### config.mk
export PLATFORM = sky130hd
export DESIGN_NAME = nrtp_mem
export DESIGN_NICKNAME = d
export VERILOG_FILES = /design/src/rtl/nrtp_mem.sv
export SDC_FILE = /design/constraint.sdc
export NUM_CORES = 1
export LEC_CHECK = 0
export ABC_AREA = 1
export BUFFER_PORTS_ARGS = -buffer_cell sky130_fd_sc_hd__buf_4
export CAP_MARGIN = 25
export CORE_MARGIN = 3
export CORE_UTILIZATION = 45
export CTS_BUF_LIST = sky130_fd_sc_hd__clkbuf_4
export DETAILED_ROUTE_END_ITERATION = 10
export GPL_TIMING_DRIVEN = 0
export PLACE_DENSITY = 0.64
export SYNTH_ARGS = -nofsm -noshare
export SYNTH_HDL_FRONTEND = slang
export SYNTH_SLANG_ARGS = --single-unit
### constraint.sdc
create_clock -name i_clk -period 3.3 [get_ports i_clk]
set_input_delay 0.165 -clock i_clk [delete_from_list [all_inputs] [get_ports i_clk]]
set_output_delay 0.165 -clock i_clk [all_outputs]
set_load 0.01 [all_outputs]
### src/rtl/nrtp_mem.sv
// ----------------------------------------------------------------------------
// nrtp_mem
// Region table: one write and one registered read port, per-entry valid bits
// so that unwritten entries read as the reset entry.
// ----------------------------------------------------------------------------
module nrtp_mem #(
    parameter int             DEPTH = 16,
    parameter int             AW    = 4,
    parameter int             W     = 8,
    parameter logic [W-1:0]   INIT  = '0
) (
    input  logic          i_clk,
    input  logic          i_rst_n,
    input  logic [AW-1:0] i_rd_addr,
    output logic [W-1:0]  o_rd_data,
    input  logic          i_wr_en,
    input  logic [AW-1:0] i_wr_addr,
    input  logic [W-1:0]  i_wr_data
);
    logic [W-1:0] r_mem [DEPTH];
    logic [DEPTH-1:0] r_valid;
    logic [W-1:0] r_rd_data;

    always_ff @(posedge i_clk) begin
        if (i_wr_en) begin
            r_mem[i_wr_addr] <= i_wr_data;
        end
        r_rd_data <= r_valid[i_rd_addr] ? r_mem[i_rd_addr] : INIT;
    end

    always_ff @(posedge i_clk) begin
        if (!i_rst_n) begin
            r_valid <= '0;
        end else if (i_wr_en) begin
            r_valid[i_wr_addr] <= 1'b1;
        end
    end

    assign o_rd_data = r_rd_data;
endmodule

---- Word level (Yosys, flattened, before mapping) ----
Memory sizes are Yosys's and may differ from the RTL's. A register that Yosys moved wholly into a read port is not among the register bits.
Cells that the tools add are included.
Widths: inputs -> output; s select.
storage, ports and cells
  bits in registers ....................... 16
  RAM bits ................................ 128
  input port bits ......................... 19
  output and inout bits ................... 8
  logic and storage cells ................. 14
  memories ................................ 1
memories
  name   depth  bits a word  read ports  clocked after Yosys merged registers in  wr ports  RTL line  RTL
  r_mem  16     8            1           1                                        1         20        logic [W-1:0] r_mem [DEPTH];
operators by class
  magnitude comparators ................... 3
  mux-type cells .......................... 6
  bitwise logic cells ..................... 1
  reductions and logical operators ........ 2
operator list
  operator            count
  $or 16x16->16       1
  $lt 4x5->1 const B  2
  $bmux 1 s4          1
  $demux 1 s4         1
  $ge 4x1->1 const B  1
  $mux 1              4
  $logic_and 1x1->1   1
  $logic_not 1->1     1

---- Longest topological paths before layout ----
  word-level depth ........................ 5
  gate-level depth with buffers ........... 10

---- Least setup slack after synthesis ----
No wires, ideal clock.
  path type ............................... input port to flip-flop
  start ................................... input port i_wr_en
  end ..................................... memory r_mem[10][0], enable pin
  arrival time ............................ 0.935 ns
  slack ................................... 1.991 ns
  stages on the path ...................... 4
  cells stage by stage .................... inv_1 nor3_1 inv_1 nor2_1
on the way
  word-level cells in the longest chain between the ends .. 2
ends and longest elaborated chain
  item                          RTL line  RTL
  start: declaration            16        input logic i_wr_en,
  $mux 1                        25        if (i_wr_en) begin
  $mux 1 (not written as such)  26        r_mem[i_wr_addr] <= i_wr_data;
  end: declaration              20
Every way passes these cells.

---- Worst setup path after layout ----
  start ................................... input port i_wr_addr[2]
  end ..................................... memory r_mem[10][1], enable pin
RTL lines
  item                RTL line  RTL
  start: declaration  17        input logic [AW-1:0] i_wr_addr,
No word-level cell before the write port.

==> out/qor.yml <==
setup_path:
  startpoint_type: "primary input"
  critPathCaptureType: "flop"
  timing.critical_path.required_ns: 3.49
  classification_of_the_worst_setup_path: "in -> reg"
  crit_path_max_fanout: 9
  critPathArrivalTime_ns: 1.98
clock_tree:
  cts.sink_count: 152
  post_cts.resized_instances: 0
  post_cts.repair.setup_buffers: 0
  clk-insertion-delay-late_ns: 0.56
  root_buffer: "clkbuf_4"
  tritoncts.num_buffers: 17
  cts_max_level: 4
  cts.clk_slew.worst_paths_ns: 0.12
  cts_max_path_buffers: 2
  tritoncts: "done"
detailed_routing:
  ant_nets: 0
  via_per_inst: 5.04
  detail_route.wl_per_cell_um: 17.4
  post-route-drc-count: 0
  via_count: 4627
  detailedRoute.firstPassIterationCount: 6
  drt_iter0_drc: 571
  detail_route.wirelength_um: 16000
pwr:
  pwr-share-seq_pct: 63.2
  irDropWorstVdd_v: 0.000184
  power_switching_mw: 0.852
  clock_power_share_pct: 27.7
  power.combinational.fraction_pct: 9.1
  power_per_cell_area_nw_per_um2: 469
  power_switching_share_pct: 25.2
  internal_power_mw: 2.53
  p_leak_nw: 3.19
global_routing:
  first_global_vias: 4522
  grt_max_degree: 17
  grt_pass1_wl_um: 24200
  gr-max-usage-layer: "met2"
  gr-usage-met1_pct: 26.5
  number_of_antenna_violations_at_the_first_check_in_global_routing: 0
  grtUsageTotal_pct: 20.8
  grt.met3_usage_pct: 5.09
  grt_overflow_total: 0
  grtUsageMet2_pct: 33.6
floorplan:
  initial_core_util_pct: 46.2
  pin_count: 27
  floorplan.die.width_um: 126
  num_rows: 43
  die_h_um: 126
  die_area_um2: 15800
  fp.coreArea_um2: 13900
yosys:
  library_cell_with_the_highest_instance_count_after_synthesis: "nand2_1"
  synthCells: 667
  async_flop_share_pct: 0
  synth_sequential_area_ratio_pct: 67.2
  syn_nets: 686
  ys.flop_type: "edfxtp_1"
  synth_commonest_cells: "199 x nand2_1, 128 x edfxtp_1, 127 x inv_1, 108 x nand3_1, 42 x nor2_1"
  syn_area_um2: 6440
  synth-seq-cells: 152
  synth.distinct_cells: 16
  yosys-top-cells-area: "edfxtp_1 60%, nand2_1 12%, nand3_1 8.4%, dfxtp_1 7.5%, inv_1 7.4%"
  synthDominantCellAreaShare_pct: 59.7
  synth_area_per_cell_um2: 9.65
  synth-edff-count: 128
  synthesis.yosys.warnings: 0
  synth_largest_area_cell: "edfxtp_1"
place:
  dpl_cell_area_um2: 6840
  placed_cells_incl_taps: 870
  dpl.hpwl_um: 10300
  port_buffers: 23
  routabilityCongestion: 0.844
outcome:
  status: "completed"
final_layout:
  diodes: 0
  layout_filler_cell_count: 1258
  finish.cell_count_without_fillers: 918
  drive_above_1_share_pct: 10.3
  finalNetCount: 744
  syn_to_final_growth_pct: 11.9
  final_cell_area_um2: 7200
timing:
  maximum_frequency_from_static_timing_analysis_mhz: 559
  timing.final.hold_violations: 0
  max_slew_violations: 0
  rsz0062_at_grt: "false"
  fin_crit_sh_pct: 54.2
  fin_hold_ws_ns: 0.0411
  skew_ns: 0.0160
  setup_tns_ns: 0
  worst_slew_pin_slew_ns: 1.11
  finalCriticalPeriod_ns: 1.79
  timing.slew.headroom_pct: 25.4
  setup_viol: 0
flow_run:
  drv_cap: 0
worst_hold_path:
  hp-class: "in -> reg"
[flip-flops by register name (all words and copies together) (netlist names)]
register   cells
r_mem        128
r_valid       16
o_rd_data      8
[final timing paths]
check,start,to,slack (ns),cells past startpoint
min reg2reg,r_valid[8],r_valid[8],0.47,2
min,i_wr_en,r_valid[11],0.04,5
max reg2reg,r_valid[8],o_rd_data[5],2.00,8
max,i_wr_addr[2],r_mem[10][1],1.51,5
[stage by stage]
step | util, % | power, mW | setup WS [ns]
2_1_floorplan | - | 2.34 | 1.99
3_3_place_gp | 49.1 | 2.46 | 1.55
3_5_place_dp | 49.1 | 2.47 | 1.49
4_1_cts | 51.5 | 3.38 | 1.56
5_1_grt | 51.7 | 3.51 | 1.44
6_report | 51.7 | 3.38 | 1.51
[cell type report]
class | instances | area (um2) | area share (%)
Sequential cell | 152 | 4320 | 60.0
Multi-Input combinational cell | 357 | 1490 | 20.7
Inverter | 131 | 492 | 6.83
Timing Repair Buffer | 39 | 325 | 4.52
Tap cell | 180 | 225 | 3.13
Clock buffer | 20 | 150 | 2.08
Buffer | 27 | 133 | 1.84
Clock inverter | 12 | 62.6 | 0.869
[power by group through the flow]
| stage | sequential [mW] | combinational [mW] | clock [mW] |
|---|---|---|---|
| finish | 2.13 | 0.307 | 0.937 |
| detailed placement | 2.18 | 0.292 | 0 |
| global placement | 2.18 | 0.285 | 0 |
| global route | 2.14 | 0.336 | 1.04 |
| floorplan | 2.18 | 0.158 | 0 |
| CTS | 2.13 | 0.304 | 0.946 |
[cell usage in the layout, fill, tap and decap left out]
master and n:
nand2_1 199, edfxtp_1 128, inv_1 127, nand3_1 108
nor2_1 42, buf_4 29, dfxtp_1 24, clkbuf_4 20
buf_2 16, dlygate4sd3_1 13, clkbuf_1 7, clkinv_2 7
clkinv_1 5, nor3_1 2, o21ai_0 2, inv_2 2
a21oi_1 2, o21a_1 2, buf_1 1, clkinv_4 1
clkinvlp_4 1
[metal layers]
metal | vias up | wire length [um]
li1 | 2227 | -
met1 | 2168 | 6700
met2 | 191 | 7660
met3 | 41 | 1160
met4 | 0 | 431
met5 | - | 0
[cells by family (layout without fill, tap and decap cells)]
family / after synthesis / count (layout) / synth area share (%)
flip-flops: 152 / 152 / 67.2
AO/OA/AOI/OAI: 6 / 6 / 0.544
AND/OR/NAND/NOR: 351 / 351 / 22.6
buffers and inverters: 158 / 229 / 9.70
[critical path: stages]
cell and delay, ns:
dlygate4sd3_1 0.54, buf_4 0.14, nor3_1 0.34, inv_1 0.10, nor2_1 0.69
[timing repair]
action,4_1_cts,5_1_grt
setup endpoints to repair,0,0
hold endpoints to repair,134,0
hold buffers,13,0
No activity file was read; power rests on OpenSTA's default activity.
