===== src/rtl/nrtp_pkg.sv =====
// ----------------------------------------------------------------------------
// nrtp_pkg
// Shared types and constants of the nested region time profiler.
// ----------------------------------------------------------------------------
package nrtp_pkg;

    localparam int CALL_BITS   = 32;
    localparam int MISUSE_BITS = 16;
    localparam int USAGE_BITS  = 14;
    localparam int RATE_BITS   = 32;
    localparam int SCALE_BITS  = 30;

    localparam logic [USAGE_BITS-1:0]  USAGE_SCALE = 14'd10000;
    localparam logic [SCALE_BITS-1:0]  RATE_SCALE  = 30'd1000000000;
    localparam logic [MISUSE_BITS-1:0] MISUSE_MAX  = '1;
    localparam logic [CALL_BITS-1:0]   CALL_MAX    = '1;
    localparam logic [RATE_BITS-1:0]   RATE_MAX    = '1;

    typedef enum logic [1:0] {
        KIND_START = 2'd0,
        KIND_END   = 2'd1,
        KIND_RESET = 2'd2,
        KIND_QUERY = 2'd3
    } t_kind;

    typedef struct packed {
        logic busy;
        logic done;
    } t_div_stat;

endpackage


===== src/rtl/nrtp_div.sv =====
// ----------------------------------------------------------------------------
// nrtp_div
// Restoring divider, one quotient bit per cycle.
// ----------------------------------------------------------------------------
module nrtp_div #(
    parameter int DW  = 62,
    parameter int DVW = 48
) (
    input  logic                i_clk,
    input  logic                i_rst_n,
    input  logic                i_start,
    input  logic [DW-1:0]       i_dividend,
    input  logic [DVW-1:0]      i_divisor,
    output logic [DW-1:0]       o_quotient,
    output nrtp_pkg::t_div_stat o_stat
);
    localparam int CW = $clog2(DW + 1);

    logic [DVW:0]   r_rem;
    logic [DW-1:0]  r_quo;
    logic [DVW-1:0] r_dvs;
    logic [CW-1:0]  r_cnt;
    logic           r_busy;
    logic           r_done;
    logic [DVW:0]   trial;
    logic           fits;

    assign trial = {r_rem[DVW-1:0], r_quo[DW-1]};
    assign fits  = trial >= {1'b0, r_dvs};

    always_ff @(posedge i_clk) begin
        if (i_start) begin
            r_rem <= '0;
            r_quo <= i_dividend;
            r_dvs <= i_divisor;
        end else if (r_busy) begin
            r_rem <= fits ? (trial - {1'b0, r_dvs}) : trial;
            r_quo <= {r_quo[DW-2:0], fits};
        end
    end

    always_ff @(posedge i_clk) begin
        if (!i_rst_n) begin
            r_busy <= 1'b0;
            r_done <= 1'b0;
            r_cnt  <= '0;
        end else begin
            r_done <= 1'b0;
            if (i_start) begin
                r_busy <= 1'b1;
                r_cnt  <= CW'(DW);
            end else if (r_busy) begin
                r_cnt <= r_cnt - 1'b1;
                if (r_cnt == CW'(1)) begin
                    r_busy <= 1'b0;
                    r_done <= 1'b1;
                end
            end
        end
    end

    assign o_quotient  = r_quo;
    assign o_stat.busy = r_busy;
    assign o_stat.done = r_done;
endmodule


===== config.mk =====
export PLATFORM = sky130hd
export DESIGN_NAME = nrtp_div
export DESIGN_NICKNAME = d
export VERILOG_FILES = /design/src/rtl/nrtp_pkg.sv /design/src/rtl/nrtp_div.sv
export SDC_FILE = /design/constraint.sdc
export NUM_CORES = 1
export LEC_CHECK = 0
export ABC_AREA = 1
export BUFFER_PORTS_ARGS = -buffer_cell sky130_fd_sc_hd__buf_2
export CORE_ASPECT_RATIO = 1.5
export CORE_MARGIN = 2
export CORE_UTILIZATION = 58
export CTS_CLUSTER_DIAMETER = 50
export DETAILED_ROUTE_END_ITERATION = 10
export PLACE_DENSITY = 0.81
export SLEW_MARGIN = 30
export SYNTH_ARGS = -nofsm -noshare
export SYNTH_HDL_FRONTEND = slang
export SYNTH_SLANG_ARGS = --single-unit

===== constraint.sdc =====
create_clock -name i_clk -period 3.2 [get_ports i_clk]
set_input_delay 0 -clock i_clk [delete_from_list [all_inputs] [get_ports i_clk]]
set_output_delay 0 -clock i_clk [all_outputs]
set_load 0.05 [all_outputs]

Yosys cells after proc, flatten, opt, wreduce, memory -nomap -nowiden:

Cells that the tools add are included.

* add/subtract/negate cells: 2
* muxes and demuxes: 9
* order comparisons: 1
* reduce and logical (&&, ||, !) cells: 3
* equality and inequality tests: 1
* bitwise operators: 2

Operator list (count)
* $mux W62: 2
* $ge A49 B48 Y1: 1
* $mux W48: 1
* $sub A48 B48 Y48: 1
* $mux W6: 2
* $eq A6 B1 Y1 const B: 1
* $sub A6 B1 Y6 const B: 1
* $mux W1: 4
* $reduce_or A3 Y1: 1
* $not A1 Y1: 2
* $reduce_bool A2 Y1: 1
* $reduce_or A2 Y1: 1

* register bits after elaboration: 166
* output and inout bits: 64
* bits of input ports: 113

Longest topological paths before layout:

* depth after elaboration: 4
* mapped depth: 17
* depth with buffers taken out: 17

Worst setup path after synthesis:

Ideal clock, no wire load.

* path kind: register to register
* start: reg r_busy
* end: reg r_quo[0], in the netlist o_quotient[0] (enable)
* arrival: 2478 ps
* required time: 2752 ps
* path slack: 273 ps
* library setup time: 448 ps
* clock period less this slack: 2927 ps
* stages on the path, launching flop included: 4
* cell sequence: dfxtp_1 -> nor2_1 -> inv_2 -> clkbuf_1

* word-level cells in the longest chain between the ends: 1

Ends and longest elaborated chain
* start: declaration: RTL line nrtp_div.sv:23 `logic r_busy;`
* start signal: assignment: RTL line nrtp_div.sv:44 `r_busy <= 1'b0;`
* start signal: assignment: RTL line nrtp_div.sv:50 `r_busy <= 1'b1;`
* start signal: assignment: RTL line nrtp_div.sv:55 `r_busy <= 1'b0;`
* $reduce_bool A2 Y1 (no source line)
* end signal: assignment: RTL line nrtp_div.sv:34 `r_quo <= i_dividend;`
* end signal: assignment: RTL line nrtp_div.sv:38 `r_quo <= {r_quo[DW-2:0], fits};`
* end: declaration: RTL line nrtp_div.sv:20 `logic [DW-1:0] r_quo;`

Every way passes these cells.
A chain may end at the register's enable or synchronous reset.

Worst setup path in the final report:

* start: reg r_dvs[43]
* end: reg r_rem[45]

* word-level cells in the longest chain between the ends: 2
* elaborated cells on any way between the ends: 3
* classes of those cells: add/sub (1); order compare (1); mux (1)

Ends and longest elaborated chain
* start: declaration: RTL line nrtp_div.sv:21 `logic [DVW-1:0] r_dvs;`
* start signal: assignment: RTL line nrtp_div.sv:35 `r_dvs <= i_divisor;`
* $sub A48 B48 Y48 or $ge A49 B48 Y1 (tied branches): RTL line nrtp_div.sv:37, nrtp_div.sv:29
* $mux W48 (*): RTL line nrtp_div.sv:37 `r_rem <= fits ? (trial - {1'b0, r_dvs}) : trial;`
* end signal: assignment: RTL line nrtp_div.sv:37
* end: declaration: RTL line nrtp_div.sv:19 `logic [DVW:0] r_rem;`

Mark *: on every way between the ends. The rest lies on a longest branch, timed or not.

==> run summary <==
HPWL after detailed placement: 24800 µm
post-route setup slack: 0.570 ns
largest net degree at the start of global routing: 75
maximum vdd drop: 0.432 mV
critical path depth in cells: 17
Pleak: 7.47 nW
Post CTS Setup Buffer Count: 0
die height: 174 µm
sequential area share after synthesis: 39.8%
share of the synthesized area in the top cell type: 29.7%
CP required: 3.53 ns
number of remaining DRC errors: 0
most common cell in the netlist: nand2_1
most frequent CP cell: nand2_1
layout cells sized above 1: 13.3%
nature of the critical path startpoint: register
Max-Cap Viols: 0
number of synthesized register bits: 166
final core occ: 73.0%
worst r2r src: r_dvs[43]$_DFFE_PP_
most frequent cells after synthesis: nand2_1, inv_1, edfxtp_1, nand3_1, nor2_1
htree depth: 4
fraction of registers with async set/reset: 0%
PostCTS Resize Cnt: 0
die area: 20300 µm²
Slew Limit Fails: 0
status: completed
minimum clock period: 2.63 ns
final hold viol count: 0
routed vias: 11.5k
Arr. time, crit path: 2.96 ns
# rows: 62
IO Pins: 177
post-DR wirelength/cell: 17.0 µm
Fin Setup TNS: 0 ns
critical-path cell list: inv_1 > ha_1 > nand2_1 > inv_2 > nand2_1 > nand2_1 > inv_1 > nor2_1 > nor2_1 > nand3_2 > nor2_4 > buf_12 > nand3_1 > nand2_1 > inv_1 > nand2_1 > nand2_1
critical path class: reg2reg
Synth warnings: 0
Layout Nets: 2083
CP Buf/Inv Count: 5
FMAX: 380 MHz
clock skew: 0.0123 ns
GRT Util Overall: 37.6%
R2R Path End: r_rem[45]$_SDFFE_PP0P_
top cells by area, synth: edfxtp_1, nand2_1, dfxtp_1
Post-Syn Nets: 1807
DP Worst Slack: 0.685 ns
Worst path max stage delay: 0.39 ns
Critical-path top delay cell: edfxtp_1
Reg clk slew, reported paths: 0.07 ns
Post-synth EDFFs: 110
Worst Setup SP: r_dvs[43]$_DFFE_PP_
Iteration-0 DRC Markers: 866
Hold WC Path Type: in2reg
RSZ-0062 raised after global routing: no
Die Width: 117 µm
layout overhead on the synthesized area: 24.8%
grt ovf: 0
ys flop type: edfxtp_1
Yosys top cell by area: edfxtp_1
Relative slew margins: 47.0%
Antenna Nets Post-Route: 0
TritonRoute pass-1 iters: 6
Inserted Clock Buffers: 17
CTS tree: yes
clock sink count: 166
number of global-route vias before repair: 11.6k
FF-to-FF setup slack: 0.57 ns
first-pass GRT wire length: 58200 µm
hold slack: 0.0856 ns
Critical Path End: r_rem[45]$_SDFFE_PP0P_
Starting Density: 58.5%
Final Cycle Share: 82.2%
Root Buffer: clkbuf_16
Crit. End Element: register
mapped cell area: 11100 µm²
syn avg cell area: 6.77 µm²
Top Family by Delay on Critical Path: simple AND/OR/NAND/NOR gates
antenna violations before repair: 1
clock latency at the later pin of the worst-skew pair: 0.45 ns
Worst R2R Path Depth: 17
Port Buffer Count: 176
Pwr Density: 405 nW/µm²
Via-to-Cell Ratio: 5.26
CORE AREA: 19000 µm²
Netlist cell types: 36
cells after synthesis: 1643
Final Setup Violations: 0
final WL: 37100 µm
CP Max Fanout: 39
Final Wtd Congestion: 1.01
clk buf depth: 2
Slew @ Worst Pin: 0.794 ns
## logic make-up after synthesis
| kind of cell | count (synthesis) | share of synthesized area (%) |
|---|---|---|
| xor+xnor | 23 | 1.81 |
| fa+ha+maj | 51 | 5.81 |
| flops | 166 | 39.8 |
| compound gates | 74 | 3.66 |
| buf+inv | 350 | 12.5 |
| simple gates | 979 | 36.5 |
## layout make-up
type,count,area [µm²]
Antenna cell,1,2.50
Sequential cell,166,4420
Timing Repair Buffer,297,2090
Tap cell,256,320
Inverter,310,1170
Clock buffer,22,475
Clock inverter,10,70.1
Fill cell,1461,5130
Multi-Input combinational cell,1127,5320
## flip-flops by register name (all words and copies together) (netlist names)
| signal | cells |
|---|---|
| o_quotient | 62 |
| r_busy | 1 |
| r_done | 1 |
| r_cnt | 6 |
| r_dvs | 48 |
| r_rem | 48 |
## worst register-to-register path, cell delays in order (launching register included)
cell and delay, ns:
edfxtp_1 0.39, inv_1 0.11, ha_1 0.29, nand2_1 0.15, inv_2 0.05, nand2_1 0.06, nand2_1 0.06, inv_1 0.08
nor2_1 0.04, nor2_1 0.16, nand3_2 0.11, nor2_4 0.34, buf_12 0.27, nand3_1 0.17, nand2_1 0.07, inv_1 0.04
nand2_1 0.06, nand2_1 0.06
## power breakdown
group | switching, W | leakage (nW) | internal (W)
Combinational | 0.000749 | 5.65 | 0.000339
Sequential | 0.0000837 | 1.56 | 0.00246
Clock | 0.000922 | 0.262 | 0.00106
Total | 0.00175 | 7.47 | 0.00386
## stage by stage
stage          instance area [µm²]  cells  power, W
2_1_floorplan                11100   1643   0.00322
3_3_place_gp                 12200   2045   0.00348
3_5_place_dp                 12200   2045   0.00350
4_1_cts                      13900   2188   0.00555
5_1_grt                      13900   2189   0.00576
6_report                     13900   2189   0.00561
## cells in the final DEF (no fill, tap or decap), types with 6 or more instances in the layout
| master | instances |
|---|---|
| o21bai_1 | 6 |
| xnor2_1 | 22 |
| nand4_1 | 11 |
| nand3_1 | 109 |
| nand2_1 | 711 |
| nor2_2 | 7 |
| o21ai_0 | 26 |
| nand3_2 | 7 |
| dlygate4sd3_1 | 111 |
| inv_2 | 15 |
| nor2_1 | 87 |
| a21oi_1 | 34 |
| buf_2 | 175 |
| edfxtp_1 | 110 |
| clkbuf_16 | 18 |
| dfxtp_1 | 56 |
| nor3_1 | 11 |
| inv_1 | 294 |
| buf_4 | 9 |
| nand3b_1 | 24 |
| ha_1 | 50 |
## how the worst min path moves through the flow
stage / start / end / slack (ns) / depth (start not counted)
final: i_start / r_dvs[14]$_DFFE_PP_ / 0.09 / 1
after global routing: i_start / r_dvs[14]$_DFFE_PP_ / 0.11 / 1
after CTS: i_start / r_dvs[14]$_DFFE_PP_ / 0.1 / 1
after detailed placement: i_divisor[30] / r_dvs[30]$_DFFE_PP_ / 0.18 / 1
after global placement: i_divisor[25] / r_dvs[25]$_DFFE_PP_ / 0.18 / 1
after floorplan: i_rst_n / r_cnt[3]$_SDFFE_PN0P_ / 0.1 / 2
## routing by layer
layer / GRT usage [%] / vias to the layer above / routed length [µm]
met1: 40.0 / 5210 / 13400
met3: 6.61 / 141 / 2250
li1: - / 5589 / -
met5: 0 / - / 0
met4: 21.5 / 0 / 2290
met2: 67.8 / 569 / 19200
## what timing repair did
action,in CTS,in global routing
endpoints found under the hold margin,118,0
setup endpoints to repair,0,0
hold buffers,111,0
Power figures use the tool's default switching activity.
